===== config.mk =====
export PLATFORM = sky130hd
export DESIGN_NAME = grs_mul
export DESIGN_NICKNAME = d
export VERILOG_FILES = /design/src/rtl/grid_ray_steer_top_assert.svh /design/src/rtl/grs_pkg.sv /design/src/rtl/grs_mul.sv
export SDC_FILE = /design/constraint.sdc
export NUM_CORES = 2
export LEC_CHECK = 0
export BUFFER_PORTS_ARGS = -buffer_cell sky130_fd_sc_hd__buf_2
export CAP_MARGIN = 40
export CORE_MARGIN = 2
export CORE_UTILIZATION = 30
export CTS_CLUSTER_SIZE = 30
export DETAILED_ROUTE_END_ITERATION = 8
export GPL_ROUTABILITY_DRIVEN = 0
export GPL_TIMING_DRIVEN = 0
export PLACE_DENSITY = 0.42
export SLEW_MARGIN = 20
export SYNTH_ARGS = -nofsm -noshare
export SYNTH_HDL_FRONTEND = slang
export SYNTH_SLANG_ARGS = --single-unit
export TNS_END_PERCENT = 10

===== constraint.sdc =====
create_clock -name clk_i -period 1.2 [get_ports clk_i]
set_input_delay 0.24 -clock clk_i [delete_from_list [all_inputs] [get_ports clk_i]]
set_output_delay 0.24 -clock clk_i [all_outputs]
set_load 0.05 [all_outputs]

===== src/rtl/grid_ray_steer_top_assert.svh =====
// assertion macros for the grid ray steer block
// used by grid_ray_steer_top, no other dependencies
`ifndef GRID_RAY_STEER_TOP_ASSERT_SVH
`define GRID_RAY_STEER_TOP_ASSERT_SVH
`ifndef SYNTHESIS
`define GRS_ASSERT(lbl, clk, rstn, prop) \
  lbl: assert property (@(posedge clk) disable iff (!rstn) prop) else $error("assertion failed");
`define GRS_NEVER(lbl, clk, rstn, cond) \
  lbl: assert property (@(posedge clk) disable iff (!rstn) !(cond)) else $error("assertion failed");
`else
`define GRS_ASSERT(lbl, clk, rstn, prop)
`define GRS_NEVER(lbl, clk, rstn, cond)
`endif
`endif


===== src/rtl/grs_pkg.sv =====
// shared types, constants and state codes of the grid ray steer block
// no dependencies
`timescale 1ns / 1ps
package grs_pkg;

  localparam int GRID_CELLS_DEF = 1048576;
  localparam int MAX_STEPS_DEF  = 64;
  localparam int MUL_W          = 33;
  localparam int DIV_BITS       = 13;

  localparam logic [31:0] ORIGIN_RST = 32'd0;
  localparam logic [16:0] CELL_SIZE_RST = 17'd3277;
  localparam logic [12:0] GRID_DIM_RST = 13'd1024;
  localparam logic [30:0] REACH_RST = 31'd65536;

  localparam logic [1:0] CELL_FREE     = 2'd0;
  localparam logic [1:0] CELL_UNKNOWN  = 2'd1;
  localparam logic [1:0] CELL_OBSTACLE = 2'd2;

  localparam logic REQ_MAP_WRITE = 1'b0;
  localparam logic REQ_STEER     = 1'b1;

  typedef enum logic [2:0] {
    CFG_ORIGIN_X,
    CFG_ORIGIN_Y,
    CFG_CELL_SIZE,
    CFG_GRID_WIDTH,
    CFG_GRID_HEIGHT,
    CFG_REACH_LIMIT
  } cfg_idx_e;

  typedef enum logic [4:0] {
    ST_CLEAR,
    ST_IDLE,
    ST_RR,
    ST_WR,
    ST_HR,
    ST_TOP,
    ST_MY,
    ST_SQX,
    ST_SQY,
    ST_CHK,
    ST_POS,
    ST_BND,
    ST_DIVX,
    ST_DIVY,
    ST_IDX,
    ST_ADR,
    ST_DEC,
    ST_DONE
  } state_e;

  typedef struct packed {
    logic               req_type;
    logic [19:0]        cell_index;
    logic [1:0]         cell_value;
    logic signed [31:0] near_x;
    logic signed [31:0] near_y;
    logic signed [31:0] target_x;
    logic signed [31:0] target_y;
  } grs_in_t;

  typedef struct packed {
    logic               found;
    logic signed [31:0] new_x;
    logic signed [31:0] new_y;
    logic               path_status;
  } grs_out_t;

endpackage


===== src/rtl/grs_mul.sv =====
// shared registered signed multiplier of the grid ray steer block
// depends on grs_pkg
`timescale 1ns / 1ps
module grs_mul (
  input  logic                                   clk_i,
  input  logic                                   rst_ni,
  input  logic                                   en_i,
  input  logic signed [grs_pkg::MUL_W-1:0]       a_i,
  input  logic signed [grs_pkg::MUL_W-1:0]       b_i,
  output logic signed [2*grs_pkg::MUL_W-1:0]     p_o
);

  logic signed [2*grs_pkg::MUL_W-1:0] p_q;
  logic signed [2*grs_pkg::MUL_W-1:0] p_d;

  // product register, one operand pair per cycle while en_i is high
  always_comb begin
    p_d = en_i ? a_i * b_i : p_q;
  end

  always_ff @(posedge clk_i or negedge rst_ni) begin
    if (!rst_ni) begin
      p_q <= '0;
    end else begin
      p_q <= p_d;
    end
  end

  assign p_o = p_q;

endmodule


After elaboration in Yosys (flattened, before gate mapping)
Cells that the tools add are included.
- register bits after elaboration: 66
- bits in latches: 0
- bits in writable memories: 0
- memory bits (read-only): 0
- input port bits: 69
- output and inout bits: 66
- logic and storage cells: 2
- memories kept: 0
- add/subtract/negate cells: 0
- multipliers: 1
- divide/modulo/power cells: 0
- magnitude comparators: 0
- eq/ne operators: 0
- shift operators: 0
- multiplexer cells: 0
- bitwise logic cells: 0
- reduce and logical (&&, ||, !) cells: 0
- operators with widths (operator ; count):
    33-bit by 33-bit multiplier with 66-bit output ; 1

Logic depth before layout (Yosys ltp)
- depth after elaboration: 1
- mapped depth: 30

Worst setup path before layout
Ideal clock, no wire load.
- path type: input-to-reg
- from: in a_i[32] in the netlist's numbering
- to: reg p_q, in the netlist p_o[63]
- library setup time: 0.126 ns
- arrival time: 7.679 ns
- data required time: 1.074 ns
- path slack: -6.605 ns
- stages: 24
- buffers on the path: 2
- cells stage by stage: clkbuf_1 -> nand2_1 -> inv_1 -> fa_1 -> fa_1 -> fa_1 -> fa_1 -> inv_1 -> fa_1 -> fa_1 -> fa_1 -> fa_1 -> inv_1 -> ha_1 -> clkbuf_1 -> a21o_1 -> a21o_1 -> a21oi_1 -> a21oi_1 -> a211o_1 -> a211o_1 -> a21oi_1 -> nor2_1 -> a311o_1
- word-level cells in the longest chain between the ends: 1
- ends and longest elaborated chain (item ; line ; source):
    start: declaration ; grs_mul.sv:8 ; input logic signed [grs_pkg::MUL_W-1:0] a_i,
    33-bit by 33-bit multiplier with 66-bit output ; grs_mul.sv:18 ; p_d = en_i ? a_i * b_i : p_q;
    end signal: assignment ; grs_mul.sv:25 ; p_q <= p_d;
    end: declaration ; grs_mul.sv:13 ; logic signed [2*grs_pkg::MUL_W-1:0] p_q;
No other way between the ends.
A chain may end at the register's enable or synchronous reset.

Worst setup path in the final report
- from: in a_i[32] in the netlist's numbering
- to: reg p_q, in the netlist p_o[61]
Same word-level chain as after synthesis.

==> flow_results.xml <==
<?xml version="1.0" encoding="UTF-8"?>
<metrics>
  <group name="outcome">
    <metric name="result_of_the_run" unit="">finished with violations</metric>
    <metric name="failed_checks" unit="">negative setup slack</metric>
  </group>
  <group name="critical_path">
    <metric name="timing.critical_path.slowest_stage_cell" unit="">sky130_fd_sc_hd__fa_1</metric>
    <metric name="worst-endpoint-required" unit="ns">1.50</metric>
    <metric name="timing.critical_path.to_type" unit="">flip-flop</metric>
    <metric name="crit_path_end" unit="">p_o[61]</metric>
    <metric name="startpoint_type" unit="">input pin</metric>
    <metric name="worst_path_largest_cell_delay" unit="ns">0.62</metric>
    <metric name="reg2reg_setup_slack" unit="ns">0.06</metric>
    <metric name="critPathMaxFanout" unit="">10</metric>
    <metric name="critical_path.most_common_cell" unit="">sky130_fd_sc_hd__fa_1</metric>
    <metric name="worstSetupPathDepth" unit="">25</metric>
    <metric name="timing.critical_path.arrival" unit="ns">7.95</metric>
    <metric name="worst_r2r_endpoint" unit="">p_o[63]</metric>
    <metric name="setup.worst_path.start" unit="">a_i[32]</metric>
    <metric name="path_buf_inv" unit="">7</metric>
    <metric name="source_of_the_worst_register_to_register_timing_path" unit="">p_o[63]</metric>
    <metric name="crit_type" unit="">input pin to flip-flop</metric>
    <metric name="ff2ff_path_depth" unit="">3</metric>
    <metric name="crit_family" unit="">adder cells</metric>
  </group>
  <group name="floorplan">
    <metric name="boundaryPins" unit="">135</metric>
    <metric name="initial_core_util" unit="%">30.1</metric>
    <metric name="die-height" unit="um">375</metric>
    <metric name="core-area" unit="mm^2">0.137</metric>
    <metric name="die_x" unit="um">375</metric>
    <metric name="fp-row-count" unit="">136</metric>
    <metric name="floorplan.die_area" unit="mm^2">0.141</metric>
  </group>
  <group name="grt">
    <metric name="grt_pass1_wl" unit="mm">256</metric>
    <metric name="grt_use_total" unit="%">25.9</metric>
    <metric name="grt_start_max_net_pins" unit="">50</metric>
    <metric name="overflow" unit="">0</metric>
    <metric name="antenna_violations_before_repair" unit="">29</metric>
    <metric name="vias_in_the_first_global_route" unit="">35200</metric>
  </group>
  <group name="drt">
    <metric name="drt_iter0_drc" unit="">2330</metric>
    <metric name="remaining_drc_errors" unit="">0</metric>
    <metric name="wl_per_cell" unit="um">27.2</metric>
    <metric name="postRouteWirelength" unit="mm">178</metric>
    <metric name="post_drt_via_cell_ratio" unit="">4.83</metric>
    <metric name="dr_total_vias" unit="">31600</metric>
    <metric name="drtPass1Iterations" unit="">7</metric>
    <metric name="postRouteAntennaNets" unit="">0</metric>
  </group>
  <group name="synth">
    <metric name="yosys_most_used_dff" unit="">sky130_fd_sc_hd__dfrtp_1</metric>
    <metric name="synth_area" unit="mm^2">0.0413</metric>
    <metric name="synth.net_count" unit="">5809</metric>
    <metric name="async_reset_ff_share" unit="%">100</metric>
    <metric name="yosysWarningCount" unit="">0</metric>
    <metric name="number_of_flip_flops_and_latches_in_the_synthesized_netlist" unit="">66</metric>
    <metric name="ys_seq_area_share" unit="%">4.00</metric>
    <metric name="synthesis.area_per_instance" unit="um^2">9.43</metric>
    <metric name="synth_edf_count" unit="">0</metric>
    <metric name="distinct_cell_type_count_of_the_synthesized_netlist" unit="">61</metric>
    <metric name="synthesis.instances" unit="">4378</metric>
  </group>
  <group name="clock_network">
    <metric name="htree_num_levels" unit="">3</metric>
    <metric name="cts_made_buffers" unit="">9</metric>
    <metric name="clock_tree.root_cell" unit="">sky130_fd_sc_hd__clkbuf_16</metric>
    <metric name="clkTransAtPathRegs" unit="ns">0.07</metric>
    <metric name="cts_tree" unit="">built</metric>
    <metric name="max-clock-path-buffers" unit="">2</metric>
    <metric name="clock_latency" unit="ns">0.36</metric>
    <metric name="clkSinkCount" unit="">66</metric>
  </group>
  <group name="sta">
    <metric name="hold_slack" unit="ns">0.304</metric>
    <metric name="setup_violations" unit="">69</metric>
    <metric name="rsz0062_at_grt" unit="">yes</metric>
    <metric name="crit_path_setup_slack_layout" unit="ns">-6.45</metric>
    <metric name="final.setup_skew" unit="ns">0</metric>
    <metric name="post-route-min-period" unit="ns">7.65</metric>
    <metric name="post-route-period-util" unit="%">638</metric>
    <metric name="fin_tns_setup" unit="ns">-329.44</metric>
    <metric name="timing.fmax" unit="GHz">0.131</metric>
    <metric name="slew_violations" unit="">0</metric>
    <metric name="timing.max_slew.rel_slack" unit="%">51.2</metric>
    <metric name="timing_worst_slew_pin_value" unit="ns">0.732</metric>
    <metric name="finalHoldViolCount" unit="">0</metric>
  </group>
  <group name="finish">
    <metric name="largest_reg_flops" unit="">66</metric>
    <metric name="mostFrequentLayoutCells" unit="">sky130_fd_sc_hd__inv_1, sky130_fd_sc_hd__fa_1, sky130_fd_sc_hd__nand2_1</metric>
    <metric name="finish.utilization" unit="%">37.0</metric>
    <metric name="synthToLayoutAreaGrowth" unit="%">23.0</metric>
    <metric name="layout_commonest_cell" unit="">sky130_fd_sc_hd__inv_1</metric>
    <metric name="design.final.nets" unit="">6162</metric>
    <metric name="layout-drive-gt1-share" unit="%">20.0</metric>
  </group>
  <group name="run">
    <metric name="drv_cap" unit="">0</metric>
  </group>
  <group name="place">
    <metric name="dp_hpwl" unit="mm">154</metric>
    <metric name="io_buffer_count" unit="">133</metric>
  </group>
  <group name="hold_path">
    <metric name="hp-class" unit="">input pin to async pin</metric>
  </group>
</metrics>
## how the worst min path moves through the flow
stage          endpoint  slack, ns  depth (start not counted)  startpoint
2_1_floorplan    p_o[0]      -0.06                          0      rst_ni
3_3_place_gp    p_o[32]       0.47                          2     p_o[32]
3_5_place_dp    p_o[14]       0.14                          1      rst_ni
4_1_cts         p_o[14]       0.30                          2      rst_ni
5_1_grt         p_o[24]       0.33                          2      rst_ni
6_report        p_o[14]       0.30                          2      rst_ni
## cell families (layout without fill, tap and decap cells)
kind of cell / Yosys count / count (layout) / synth area share, %
compound gates: 224 / 224 / 3.43
xor+xnor: 71 / 71 / 1.51
fa+ha+maj: 1362 / 1362 / 62.1
buf+inv: 1360 / 1718 / 12.4
flops: 66 / 66 / 4.00
mux: 51 / 51 / 1.39
other cells: 0 / 15 / 0
simple gates: 1244 / 1244 / 15.1
## cells in the mapped netlist, types with 2 or more instances
master / instances / area, um^2
sky130_fd_sc_hd__a2111oi_0: 2 / 17.5
sky130_fd_sc_hd__a211o_1: 3 / 26.3
sky130_fd_sc_hd__a211oi_1: 4 / 30.0
sky130_fd_sc_hd__a21boi_0: 2 / 15.0
sky130_fd_sc_hd__a21o_1: 31 / 233
sky130_fd_sc_hd__a21o_2: 2 / 17.5
sky130_fd_sc_hd__a21oi_1: 75 / 375
sky130_fd_sc_hd__a22oi_1: 3 / 22.5
sky130_fd_sc_hd__a311oi_1: 2 / 17.5
sky130_fd_sc_hd__a31oi_1: 12 / 75.1
sky130_fd_sc_hd__and2_1: 559 / 3500
sky130_fd_sc_hd__and3_1: 11 / 68.8
sky130_fd_sc_hd__buf_1: 2 / 7.51
sky130_fd_sc_hd__buf_2: 8 / 40.0
sky130_fd_sc_hd__buf_4: 3 / 22.5
sky130_fd_sc_hd__clkbuf_1: 217 / 815
sky130_fd_sc_hd__dfrtp_1: 66 / 1650
sky130_fd_sc_hd__fa_1: 1145 / 22900
sky130_fd_sc_hd__ha_1: 217 / 2720
sky130_fd_sc_hd__inv_1: 1129 / 4240
sky130_fd_sc_hd__mux2_2: 51 / 574
sky130_fd_sc_hd__nand2_1: 550 / 2060
sky130_fd_sc_hd__nand2b_1: 10 / 62.6
sky130_fd_sc_hd__nand3_1: 16 / 80.1
sky130_fd_sc_hd__nand4_1: 18 / 113
sky130_fd_sc_hd__nor2_1: 60 / 225
sky130_fd_sc_hd__nor2b_1: 7 / 43.8
sky130_fd_sc_hd__nor3_1: 6 / 30.0
sky130_fd_sc_hd__o2111ai_1: 3 / 26.3
sky130_fd_sc_hd__o211ai_1: 6 / 45.0
sky130_fd_sc_hd__o21a_1: 2 / 15.0
sky130_fd_sc_hd__o21ai_0: 47 / 235
sky130_fd_sc_hd__o21ai_1: 3 / 15.0
sky130_fd_sc_hd__o21bai_1: 8 / 60.1
sky130_fd_sc_hd__o31ai_1: 2 / 15.0
sky130_fd_sc_hd__or4_1: 2 / 15.0
sky130_fd_sc_hd__xnor2_1: 43 / 377
sky130_fd_sc_hd__xor2_1: 28 / 245
## layer usage
layer | part of all wire (%) | GRT usage [%]
met5 | 0.040 | 0
met4 | 6.7 | 13.3
met3 | 6.7 | 3.19
met2 | 46 | 42.1
met1 | 40 | 33.9
## cell type report
cell class,count,area (um^2)
multi-input combinational,2952,35900
timing repair buffer,353,3760
clock buffer,11,233
antenna,15,37.5
inverter,1129,4250
tap,1794,2240
clock inverter,5,31.3
sequential,66,1650
buffer,220,2600
fill,14100,86200
## worst reg2reg max path, cell delays in order (launching register included)
cell and delay [ns]:
sky130_fd_sc_hd__dfrtp_1 0.43, sky130_fd_sc_hd__o21ai_0 0.22, sky130_fd_sc_hd__a2111oi_2 0.06, sky130_fd_sc_hd__a311o_1 0.32
## metrics by stage
stage	std cells	setup WS, ns	cell area, um^2
after floorplan	4378	-6.02	41500
after global placement	6305	-8.23	44400
after detailed placement	6395	-7.89	45500
after CTS	6495	-6.44	49100
after global routing	6534	-6.56	50700
final	6545	-6.45	50700
## what timing repair did
action / 4_1_cts / 5_1_grt
hold buffers: 1 / 0
hold endpoints to repair: 17 / 0
setup buffers: 85 / 44
gates cloned: 3 / 3
setup endpoints to repair: 132 / 132
pin swaps: 143 / 160
resized for setup: 741 / 523
Power is not shown: default switching activity piles up to over one toggle a cycle in this logic, so the estimate is an artifact.
